==> config.mk <==
export PLATFORM = sky130hd
export DESIGN_NAME = bitmap_first_free_allocator_core
export DESIGN_NICKNAME = d
export VERILOG_FILES = /design/src/rtl/bffa_pkg.sv /design/src/rtl/bffa_map_ram.sv /design/src/rtl/bffa_engine.sv /design/src/rtl/bitmap_first_free_allocator_core.sv
export SDC_FILE = /design/constraint.sdc
export NUM_CORES = 2
export LEC_CHECK = 0
export BUFFER_PORTS_ARGS = -buffer_cell sky130_fd_sc_hd__buf_2
export CORE_AREA = 2 2 321 323
export DETAILED_ROUTE_END_ITERATION = 10
export DIE_AREA = 0 0 323 325
export GPL_ROUTABILITY_DRIVEN = 0
export PLACE_DENSITY = 0.65
export RECOVER_POWER = 50
export SLEW_MARGIN = 20
export SYNTH_ARGS = -nofsm -noshare
export SYNTH_HDL_FRONTEND = slang
export SYNTH_SLANG_ARGS = --single-unit
==> constraint.sdc <==
create_clock -name clk_i -period 21.1 [get_ports clk_i]
set_clock_uncertainty 0.1 [all_clocks]
set_input_delay 2.11 -clock clk_i [delete_from_list [all_inputs] [get_ports clk_i]]
set_output_delay 2.11 -clock clk_i [all_outputs]
set_load 0.01 [all_outputs]
==> src/rtl/bffa_pkg.sv <==
// shared types and constants of the first-fit bitmap allocator
package bffa_pkg;

  localparam int MAP_BYTES_DEF = 128;

  localparam int IDX_W   = 10;
  localparam int LIMIT_W = 11;
  localparam int FUNC_W  = 2;

  localparam logic [LIMIT_W-1:0] LIMIT_RESET = 11'd1024;
  localparam int                 INDEX_SPAN  = 1024;

  // operation codes; the spare code acts as test
  localparam logic [FUNC_W-1:0] FUNC_ALLOC = 2'd0;
  localparam logic [FUNC_W-1:0] FUNC_FREE  = 2'd1;
  localparam logic [FUNC_W-1:0] FUNC_TEST  = 2'd2;

  // register select bit of paddr: register 0 is entry_limit
  localparam logic REG_ENTRY_LIMIT = 1'b0;

  typedef enum logic [1:0] {
    ST_OK        = 2'd0,
    ST_FULL      = 2'd1,
    ST_RANGE     = 2'd2,
    ST_NOT_ALLOC = 2'd3
  } status_e;

  typedef enum logic [2:0] {
    S_CLEAR,
    S_IDLE,
    S_SCAN,
    S_RMW,
    S_RESP
  } state_e;

  // one result, result_index in the low bits
  typedef struct packed {
    logic              is_allocated;
    status_e           status;
    logic [IDX_W-1:0]  result_index;
  } resp_t;

endpackage

==> src/rtl/bffa_map_ram.sv <==
// byte-wide allocation map memory, one write and one registered read port
module bffa_map_ram #(
  parameter int DEPTH = 128,
  parameter int AW    = 7
) (
  input  logic          clk_i,
  input  logic          we_i,
  input  logic [AW-1:0] waddr_i,
  input  logic [7:0]    wdata_i,
  input  logic [AW-1:0] raddr_i,
  output logic [7:0]    rdata_o
);

  logic [7:0] mem [DEPTH];
  logic [7:0] rdata_q;

  always_ff @(posedge clk_i) begin
    if (we_i) begin
      mem[waddr_i] <= wdata_i;
    end
  end

  always_ff @(posedge clk_i) begin
    rdata_q <= mem[raddr_i];
  end

  assign rdata_o = rdata_q;

endmodule

==> src/rtl/bffa_engine.sv <==
// sequencer: clearing pass, first-fit scan and read-modify-write of the map
module bffa_engine #(
  parameter int MAP_BYTES = 128,
  parameter int AW        = 7
) (
  input  logic                           clk_i,
  input  logic                           rst_ni,
  input  logic [bffa_pkg::LIMIT_W-1:0]   lim_i,
  input  logic                           in_valid_i,
  input  logic [bffa_pkg::FUNC_W-1:0]    in_func_i,
  input  logic [bffa_pkg::IDX_W-1:0]     in_index_i,
  output logic                           in_ready_o,
  output logic                           res_valid_o,
  output bffa_pkg::resp_t                res_o,
  input  logic                           res_take_i,
  output logic                           mem_we_o,
  output logic [AW-1:0]                  mem_waddr_o,
  output logic [7:0]                     mem_wdata_o,
  output logic [AW-1:0]                  mem_raddr_o,
  input  logic [7:0]                     mem_rdata_i
);

  import bffa_pkg::*;

  state_e                state_q, state_d;
  logic [AW-1:0]         clr_q, clr_d;
  logic [AW-1:0]         byte_q, byte_d;
  logic [FUNC_W-1:0]     func_q, func_d;
  logic [IDX_W-1:0]      idx_q, idx_d;
  resp_t                 res_q, res_d;

  logic                  in_acc;
  logic                  clr_last;
  logic                  zero_found;
  logic [2:0]            zero_pos;
  logic [LIMIT_W-1:0]    scan_base;
  logic [LIMIT_W-1:0]    scan_entry;
  logic                  scan_hit;
  logic                  scan_last;
  logic                  rmw_bit;
  logic [7:0]            rmw_mask;
  logic [7:0]            scan_mask;

  assign in_acc   = in_valid_i && in_ready_o;
  assign clr_last = (clr_q == AW'(MAP_BYTES - 1));

  // lowest clear entry of the byte, bit 7 first
  always_comb begin
    zero_found = 1'b0;
    zero_pos   = 3'd0;
    for (int i = 0; i < 8; i++) begin
      if (!zero_found && !mem_rdata_i[7-i]) begin
        zero_found = 1'b1;
        zero_pos   = 3'(i);
      end
    end
  end

  assign scan_base  = LIMIT_W'(byte_q) << 3;
  assign scan_entry = scan_base | LIMIT_W'(zero_pos);
  assign scan_hit   = zero_found && (scan_entry < lim_i);
  assign scan_last  = (scan_base + LIMIT_W'(8)) >= lim_i;
  assign scan_mask  = 8'h80 >> zero_pos;

  assign rmw_mask = 8'h80 >> idx_q[2:0];
  assign rmw_bit  = |(mem_rdata_i & rmw_mask);

  // next state
  always_comb begin
    state_d = state_q;
    case (state_q)
      S_CLEAR: begin
        if (clr_last) state_d = S_IDLE;
      end
      S_IDLE: begin
        if (in_acc) begin
          if (in_func_i == FUNC_ALLOC) begin
            state_d = (lim_i == '0) ? S_RESP : S_SCAN;
          end else begin
            state_d = (LIMIT_W'(in_index_i) >= lim_i) ? S_RESP : S_RMW;
          end
        end
      end
      S_SCAN: begin
        if (scan_hit || scan_last) state_d = S_RESP;
      end
      S_RMW: begin
        state_d = S_RESP;
      end
      S_RESP: begin
        if (res_take_i) state_d = S_IDLE;
      end
      default: state_d = S_CLEAR;
    endcase
  end

  // outputs and datapath
  always_comb begin
    in_ready_o  = 1'b0;
    res_valid_o = 1'b0;
    mem_we_o    = 1'b0;
    mem_waddr_o = AW'(idx_q >> 3);
    mem_wdata_o = mem_rdata_i;
    mem_raddr_o = byte_q + AW'(1);
    clr_d       = clr_q;
    byte_d      = byte_q;
    func_d      = func_q;
    idx_d       = idx_q;
    res_d       = res_q;
    case (state_q)
      S_CLEAR: begin
        mem_we_o    = 1'b1;
        mem_waddr_o = clr_q;
        mem_wdata_o = 8'h00;
        clr_d       = clr_q + AW'(1);
      end
      S_IDLE: begin
        in_ready_o = 1'b1;
        if (in_func_i == FUNC_ALLOC) begin
          mem_raddr_o = '0;
        end else begin
          mem_raddr_o = AW'(in_index_i >> 3);
        end
        if (in_acc) begin
          func_d = in_func_i;
          idx_d  = in_index_i;
          byte_d = '0;
          if (in_func_i == FUNC_ALLOC) begin
            res_d = '{is_allocated: 1'b0, status: ST_FULL, result_index: '0};
          end else begin
            res_d = '{is_allocated: 1'b0, status: ST_RANGE, result_index: in_index_i};
          end
        end
      end
      S_SCAN: begin
        // next byte is read ahead while this one is checked
        byte_d = byte_q + AW'(1);
        if (scan_hit) begin
          mem_we_o    = 1'b1;
          mem_waddr_o = byte_q;
          mem_wdata_o = mem_rdata_i | scan_mask;
          res_d = '{is_allocated: 1'b1, status: ST_OK,
                    result_index: scan_entry[IDX_W-1:0]};
        end else begin
          res_d = '{is_allocated: 1'b0, status: ST_FULL, result_index: '0};
        end
      end
      S_RMW: begin
        if (func_q == FUNC_FREE) begin
          if (rmw_bit) begin
            mem_we_o    = 1'b1;
            mem_wdata_o = mem_rdata_i & ~rmw_mask;
            res_d = '{is_allocated: 1'b0, status: ST_OK, result_index: idx_q};
          end else begin
            res_d = '{is_allocated: 1'b0, status: ST_NOT_ALLOC, result_index: idx_q};
          end
        end else begin
          res_d = '{is_allocated: rmw_bit, status: ST_OK, result_index: idx_q};
        end
      end
      S_RESP: begin
        res_valid_o = 1'b1;
      end
      default: begin
        in_ready_o = 1'b0;
      end
    endcase
  end

  assign res_o = res_q;

  always_ff @(posedge clk_i or negedge rst_ni) begin
    if (!rst_ni) begin
      state_q <= S_CLEAR;
      clr_q   <= '0;
    end else begin
      state_q <= state_d;
      clr_q   <= clr_d;
    end
  end

  always_ff @(posedge clk_i) begin
    byte_q <= byte_d;
    func_q <= func_d;
    idx_q  <= idx_d;
    res_q  <= res_d;
  end

endmodule

==> src/rtl/bitmap_first_free_allocator_core.sv <==
// top level of the first-fit bitmap allocator
//
// Requests enter on the s_axis channel: tuser carries func (allocate, free,
// test), tdata carries entry_index. Each request gives exactly one result on
// the m_axis channel: result_index, status and is_allocated in tdata.
// Requests are handled one at a time. Free and test read the map byte,
// modify it into the result register and pass the result on to the output
// register; an index out of range skips the map read. A new request is taken
// only once the last result has moved into the output register. Allocate
// scans the map one byte per cycle through the single memory read port and
// stops at the first byte with a clear entry below the limit in force; in the
// worst case it reads every byte within that limit. A zero limit skips the scan.
// The limit in force is the smallest of entry_limit, 8 * MAP_BYTES and 1024.
// After reset the map memory is cleared one byte per cycle while
// s_axis_tready stays low; the APB port works throughout.
// A result that waits on a stalled receiver sits in the output register;
// the next request is still taken and worked on, and holds in the core until
// the output register frees up. entry_limit is to be written over APB by the user only while
// the block is idle; the block does not enforce it. Reads return its value.
module bitmap_first_free_allocator_core #(
  parameter int MAP_BYTES = bffa_pkg::MAP_BYTES_DEF
) (
  input  logic        clk_i,
  input  logic        rst_ni,
  // request
  input  logic        s_axis_tvalid,
  output logic        s_axis_tready,
  input  logic [15:0] s_axis_tdata,   // [9:0] entry_index, [15:10] zero
  input  logic [1:0]  s_axis_tuser,   // [1:0] func
  // result
  output logic        m_axis_tvalid,
  input  logic        m_axis_tready,
  output logic [15:0] m_axis_tdata,   // [9:0] result_index, [11:10] status,
                                      // [12] is_allocated, [15:13] zero
  // configuration
  input  logic        psel,
  input  logic        penable,
  input  logic        pwrite,
  input  logic [2:0]  paddr,
  input  logic [31:0] pwdata,
  output logic [31:0] prdata,
  output logic        pready
);

  import bffa_pkg::*;

  localparam int AW     = (MAP_BYTES > 1) ? $clog2(MAP_BYTES) : 1;
  localparam int CapInt = (8 * MAP_BYTES > INDEX_SPAN) ? INDEX_SPAN : 8 * MAP_BYTES;
  localparam logic [LIMIT_W-1:0] Cap = LIMIT_W'(CapInt);

  logic [LIMIT_W-1:0] entry_limit_q, entry_limit_d;
  logic [LIMIT_W-1:0] lim;
  logic               cfg_wr;

  logic               m_valid_q, m_valid_d;
  resp_t              m_data_q, m_data_d;

  logic               res_valid;
  resp_t              res;
  logic               res_take;

  logic               mem_we;
  logic [AW-1:0]      mem_waddr;
  logic [7:0]         mem_wdata;
  logic [AW-1:0]      mem_raddr;
  logic [7:0]         mem_rdata;

  // configuration register
  assign pready = 1'b1;
  assign cfg_wr = psel && penable && pwrite && pready && (paddr[2] == REG_ENTRY_LIMIT);
  assign entry_limit_d = cfg_wr ? pwdata[LIMIT_W-1:0] : entry_limit_q;
  assign prdata = (paddr[2] == REG_ENTRY_LIMIT) ? {{(32-LIMIT_W){1'b0}}, entry_limit_q}
                                                 : 32'h0;

  assign lim = (entry_limit_q > Cap) ? Cap : entry_limit_q;

  always_ff @(posedge clk_i or negedge rst_ni) begin
    if (!rst_ni) begin
      entry_limit_q <= LIMIT_RESET;
    end else begin
      entry_limit_q <= entry_limit_d;
    end
  end

  bffa_engine #(
    .MAP_BYTES (MAP_BYTES),
    .AW        (AW)
  ) u_engine (
    .clk_i       (clk_i),
    .rst_ni      (rst_ni),
    .lim_i       (lim),
    .in_valid_i  (s_axis_tvalid),
    .in_func_i   (s_axis_tuser),
    .in_index_i  (s_axis_tdata[IDX_W-1:0]),
    .in_ready_o  (s_axis_tready),
    .res_valid_o (res_valid),
    .res_o       (res),
    .res_take_i  (res_take),
    .mem_we_o    (mem_we),
    .mem_waddr_o (mem_waddr),
    .mem_wdata_o (mem_wdata),
    .mem_raddr_o (mem_raddr),
    .mem_rdata_i (mem_rdata)
  );

  bffa_map_ram #(
    .DEPTH (MAP_BYTES),
    .AW    (AW)
  ) u_map (
    .clk_i   (clk_i),
    .we_i    (mem_we),
    .waddr_i (mem_waddr),
    .wdata_i (mem_wdata),
    .raddr_i (mem_raddr),
    .rdata_o (mem_rdata)
  );

  // output register
  assign res_take = res_valid && (!m_valid_q || m_axis_tready);

  always_comb begin
    m_valid_d = m_valid_q;
    m_data_d  = m_data_q;
    if (res_take) begin
      m_valid_d = 1'b1;
      m_data_d  = res;
    end else if (m_axis_tready) begin
      m_valid_d = 1'b0;
    end
  end

  always_ff @(posedge clk_i or negedge rst_ni) begin
    if (!rst_ni) begin
      m_valid_q <= 1'b0;
    end else begin
      m_valid_q <= m_valid_d;
    end
  end

  always_ff @(posedge clk_i) begin
    m_data_q <= m_data_d;
  end

  assign m_axis_tvalid = m_valid_q;
  assign m_axis_tdata  = {3'b000, m_data_q};

endmodule

After elaboration in Yosys (flattened, before gate mapping)
Memories as Yosys holds them, arrays and structs flattened. A register that Yosys moved wholly into a read port is not among the register bits.
Cells that the tools add are included.

operators by class
  multiplexer cells = 51
  multiply operators = 0
  reduce and logical (&&, ||, !) cells = 40
  add/subtract/negate cells = 3
  bitwise operators = 6
  magnitude comparators = 4
  equal/unequal tests = 10
  shift operators = 2
  divide/modulo/power cells = 0

operator list
  cell                                                                number
  13-bit 2-to-1 mux                                                   3
  3-bit 2-to-1 mux                                                    13
  13-bit one-hot mux with 3 select lines                              1
  7-bit 2-to-1 mux                                                    4
  7-bit one-hot mux with 2 select lines                               2
  12-bit 2-to-1 mux                                                   2
  8-bit 2-to-1 mux                                                    3
  8-bit one-hot mux with 3 select lines                               1
  11-bit 2-to-1 mux                                                   2
  1-bit 2-to-1 mux                                                    18
  8-bit AND                                                           2
  8-bit by 3-bit right shift with 8-bit output, first input constant  2
  3-bit one-hot mux with 5 select lines                               1
  7-bit by 1-bit adder with 7-bit output, second input constant       2
  1-bit zero test                                                     14
  1-bit logical AND                                                   13
  10-bit by 4-bit adder with 11-bit output, second input constant     1
  10-bit by 11-bit >= comparator with 1-bit output                    1
  11-bit >= comparator                                                1
  11-bit > comparator, second input constant                          1
  11-bit zero test                                                    1
  11-bit < comparator                                                 1
  10-bit by 3-bit bitwise OR with 10-bit output                       1
  8-bit inverter                                                      1
  18 further kinds                                                    25

word-level totals
  input port bits = 60
  bits in writable memories = 1024
  register bits = 67
  memory bits (read-only) = 0
  memories kept = 1
  bits in latches = 0
  output and inout port bits = 51
  word-level logic and storage cells = 130

memories
  name       depth  width  read ports  clocked after Yosys merged registers in  wr ports  line                text
  u_map.mem  128    8      1           1                                        1         bffa_map_ram.sv:14  logic [7:0] mem [DEPTH];

Longest topological paths before layout
  depth after elaboration = 28
  mapped depth = 15
  depth with buffers taken out = 11

Hierarchy
From an unflattened synthesis, not the netlist that was laid out.

second synthesis, totals
  cells, all modules = 2101
  area total of the unflattened synthesis = 44330.0 µm²

modules (own cells, without submodules)
  module                            times used  area an instance (µm²)  sequential area each (µm²)  cells an instance
  bffa_map_ram                      1           39665.5                 30909.6                     1635
  bffa_engine                       1           3418.3                  1211.2                      374
  bitmap_first_free_allocator_core  1           1246.2                  691.9                       92

Worst setup path before layout
No wires, ideal clock.

  kind = reg2reg
  from = register entry_limit_q[10]
  to = memory u_map.mem[0][2] (data pin)
  stages on the path, launching flop included = 14
  clock period less this slack = 9303 ps
  data required time = 19776 ps
  path slack = 11797 ps
  path buffers = 4
  arrival = 7980 ps
  library setup time = 1224 ps
  cells stage by stage = dfstp_2 -> buf_2 -> inv_1 -> clkbuf_1 -> nand2_1 -> ha_1 -> a21o_1 -> a21oi_1 -> o22ai_1 -> nor3_4 -> buf_4 -> clkbuf_1 -> nand2_1 -> o31ai_1

on the way
  cells in the longest elaborated chain, start to end = 6

ends and longest elaborated chain
  what                                     line                                    text
  from (decl)                              bitmap_first_free_allocator_core.sv:51  logic [LIMIT_W-1:0] entry_limit_q, entry_limit_d;
  from (signal assigned)                   bitmap_first_free_allocator_core.sv:81  entry_limit_q <= entry_limit_d;
  11-bit > comparator                      bitmap_first_free_allocator_core.sv:75  assign lim = (entry_limit_q > Cap) ? Cap : entry_limit_q;
  11-bit 2-to-1 mux *                      bitmap_first_free_allocator_core.sv:75
  11-bit < comparator *                    bffa_engine.sv:61                       assign scan_hit = zero_found && (scan_entry < lim_i);
  1-bit logical AND *                      bffa_engine.sv:61
  8-bit 2-to-1 mux *                       bffa_engine.sv:138                      if (scan_hit) begin
  8-bit one-hot mux with 3 select lines *  bffa_engine.sv:110                      case (state_q)
  via mem_wdata[2]                         bitmap_first_free_allocator_core.sv:64  logic [7:0] mem_wdata;
  to (decl)                                bffa_map_ram.sv:14

The timed path passes the listed nets; every way through them passes the cells marked *.

Worst setup path after layout
  from = register u_map.rdata_q[3], in the netlist u_map.rdata_o[3], read port of u_map.mem
  to = memory u_map.mem[97][1] (data pin)

on the way
  cells in the longest elaborated chain, start to end = 17
  elaborated cells between the ends (all ways) = 27
  those cells by class = order compare: 1; shift: 1; mux: 12; bitwise: 3; reduce/logical: 10

ends and longest elaborated chain
  what                                           line                                    text
  from (decl)                                    bffa_map_ram.sv:15                      logic [7:0] rdata_q;
  1-bit zero test                                bffa_engine.sv:52                       if (!zero_found && !mem_rdata_i[7-i]) begin
  1-bit logical AND                              bffa_engine.sv:52
  1-bit 2-to-1 mux                               bffa_engine.sv:52
  1-bit zero test                                bffa_engine.sv:52
  1-bit logical AND                              bffa_engine.sv:52
  1-bit 2-to-1 mux                               bffa_engine.sv:52
  1-bit zero test                                bffa_engine.sv:52
  1-bit logical AND                              bffa_engine.sv:52
  [2 not listed]                                 n/a
  1-bit logical AND                              bffa_engine.sv:52
  3-bit 2-to-1 mux                               bffa_engine.sv:52
  10-bit by 3-bit bitwise OR with 10-bit output  bffa_engine.sv:60                       assign scan_entry = scan_base | LIMIT_W'(zero_pos);
  11-bit < comparator                            bffa_engine.sv:61
  1-bit logical AND                              bffa_engine.sv:61
  8-bit 2-to-1 mux                               bffa_engine.sv:138
  8-bit one-hot mux with 3 select lines *        bffa_engine.sv:110
  via mem_wdata[1]                               bitmap_first_free_allocator_core.sv:64

Marked as above.

==> results.md <==
* Int Power at 4.60 mW
* EDFF count, synth at 1069
* Sw Pwr at 2.43 mW
* Synth top area share at 70.9%
* YS warnings at 0
* Initial antenna violation count at 3
* CTS tree: built
* Vias in the first global route at 24.7k
* Drt total wl at 107 mm
* Synth area leaders: edfxtp_1 (71%), mux2i_1 (11%), o22a_1 (4.3%), nand4_1 (1.4%), dfrtp_1 (1.2%)
* Yosys top cell by area: edfxtp_1
* Nets at 2807
* Clk pwr share at 26.8%
* Crit path DAT at 9.81 ns
* Starting Density at 44.7%
* CTS clk-pin slew, worst paths at 0.06 ns
* TNS Setup at 0 ns
* Type of the worst setup path: reg2reg
* Setup ws final at 11.24 ns
* CTS Hold Buffers Added at 0
* Clock sinks at 1099
* Status: finished, violations left
* Fin. Hold Viols at 0
* Post-cts resize count at 0
* DR vias/cell at 5.85
* Inserted Clock Buffers at 108
* Largest net degree at the start of global routing at 132
* Clock tree buffer depth at 3
* Die ar. at 105000 um2
* Asr flop ratio synth at 2.00%
* Flop pwr share at 42.5%
* Fmax at 0.101 GHz
* VDD IR max at 0.000103 V
* Area growth, synth to finish at 11.0%
* Tightest Hold Check Type: reg2reg
* Top_reg_cell synth: edfxtp_1
* ANT cells at 0
* Most common cell in the netlist: edfxtp_1
* Post-place setup slack at 14.30 ns
* Max-slew violations at 1017
* Placed Area at 47000 um2
* P per Cell Area at 140 nW/um2
* I/O pin count at 111
* Total of max-cap violations at 17
* Leak Pwr at 17.1 nW
* Total global-route track usage at 20.2%
* HPWL after detailed placement at 61.7 mm
* Post-Syn Area at 45300 um2
* Gr ovfl total at 0
* DIE HEIGHT at 325 um
* Critical Path RT at 21.05 ns
* Rows at 117
* Reg2reg setup slack at 11.24 ns
* Crit end category: register
* Die width at 323 um
* DRT Pass-1 Iters at 7
* Sw frac at 34.6%
* H-Tree Depth at 3
* Mapped Cells at 2680
* Worst Tran Pin Value at 4.53 ns
* Final setup fails at 0
* Total vias in the final route at 24.4k
* Library cells used by synthesis at 79
* Clk_lat worst skew at 0.69 ns
* Syn_area_per_cell at 16.9 um2
* First-pass GRT wire length at 158 mm
* Design area at 50200 um2
* Min Tclk post-route at 9.86 ns
* Seq/Total Area, Yosys at 72.5%
* Critical path startpoint category: register
* PortBufs at 56
* Post-synth top cells: edfxtp_1 (1069), mux2i_1 (514), o22a_1 (224), nor2_1 (127), nand4_1 (103)
* DRT iter0 DRCs at 2651
* Max FO, Critical Path at 71
* Failing checks: capacitance limit, slew limit
* Fraction of layout cells with a size suffix above 1 at 9.11%
* # DRC at 0
* ANT nets after route at 0
* Hold_ws at 0.317 ns
* Rel. slew slack at -202%
* RSZ-0062 raised after global routing: no
* Routed length per placed instance at 25.5 um
* Post-CTS Setup Bufs at 0
* Core Area at 101000 um2
* Logic pwr share at 30.7%
* Flops & latches, synth at 1099
* Period Utilization, post-route at 46.7%
* Root Driver: clkbuf_16
## worst max-delay path: stages (launching register included)
cell,delay (ns)
dfxtp_1,0.51
nand3_1,0.11
a31oi_1,0.72
ha_1,0.38
o21ai_0,0.15
a2111oi_0,0.15
o31a_1,0.18
nor3_4,0.18
clkbuf_1,1.08
nand2_1,0.38
o21ai_4,0.22
clkbuf_1,2.81
clkbuf_1,2.23
## final cells by class
type	count	area (um2)
sequential	1099	32800
inverter	15	56.3
clock inverter	65	639
multi-input combinational	1392	11600
clock buffer	136	2830
fill	8318	51100
timing repair buffer	102	569
tap	1368	1710
## power by group through the flow
| stage | Sequential, mW | Clock [mW] | Combinational [mW] |
|---|---|---|---|
| after floorplan | 3.03 | 0 | 1.36 |
| after global placement | 2.98 | 0 | 2.12 |
| after detailed placement | 2.99 | 0 | 2.17 |
| after CTS | 2.95 | 1.91 | 2.18 |
| after global routing | 3.01 | 2.00 | 2.28 |
| final | 2.99 | 1.88 | 2.16 |
## final timing paths
| check | from | endpoint | depth (start not counted) |
|---|---|---|---|
| max in group asynchronous | rst_ni | entry_limit_q[4] | 1 |
| min in group asynchronous | rst_ni | u_engine.state_q[0] | 1 |
| worst min register to register | u_engine.res_o[0] | m_axis_tdata[0] | 0 |
| worst max register to register | u_map.rdata_o[3] | u_map.mem[97][1] | 12 |
| worst max-delay path | u_map.rdata_o[3] | u_map.mem[97][1] | 12 |
| worst min-delay path | u_engine.res_o[0] | m_axis_tdata[0] | 0 |
## per-layer routing
metal  GRT usage [%]  vias up  wire length (um)
met2            33.2      958             51700
li1                -    10900                 -
met5               0        -                 0
met3            3.42      213              7910
met1            26.9    12400             43400
met4            7.28        0              3730
## cells in the final DEF (no fill, tap or decap), types with 8 or more instances in the layout
cell       netlist  final
clkinv_2         0     13
clkbuf_1        83     82
buf_2           72     16
o21ai_0         14     12
o22a_1         224    224
edfxtp_1      1069   1069
a21oi_1         11      9
dfxtp_1          8      8
o2111ai_1       33     33
o221ai_1        33     33
clkinv_1         0     27
clkbuf_16        0    109
nand4_1        103    103
nor2b_1         31     31
inv_1           15     15
nor4_1          18     14
conb_1           2     25
nand2_1         48     48
dfrtp_1         21     21
buf_4           29     27
ha_1            29     29
nor2_1         127    122
nand3_1         18     17
mux2i_1        514    513
o211ai_1        10     10
mux2_2          11     10
bufinv_16        0     10
## cell families (layout without fill, tap and decap cells)
group	count (synthesis)	in the layout	synth area share, %
xor+xnor	11	11	0.213
mux	527	527	11.7
fa+ha+maj	29	29	0.802
flops	1099	1099	72.5
simple gates	422	422	5.19
buf+inv	212	318	2.30
other cells	2	25	0.0166
compound gates	378	378	7.24
## metrics by stage
stage | utilization, % | std cells | total power, mW
after detailed placement | 46.4 | 3976 | 5.16
after floorplan | - | 2703 | 4.39
after CTS | 49.8 | 4177 | 7.03
after global placement | 46.4 | 3976 | 5.10
after global routing | 49.6 | 4177 | 7.29
final | 49.6 | 4177 | 7.04
## state kept, by name, indices dropped and copies added, names as in the netlist
signal	flops
u_engine.state_q	3
u_engine.byte_q	7
u_engine.func_q	2
u_engine.clr_q	7
u_engine.idx_q	10
entry_limit_q	11
m_axis_tdata	13
u_engine.res_o	13
u_map.mem	1024
m_axis_tvalid	1
u_map.rdata_o	8
Power figures use the tool's default switching activity.
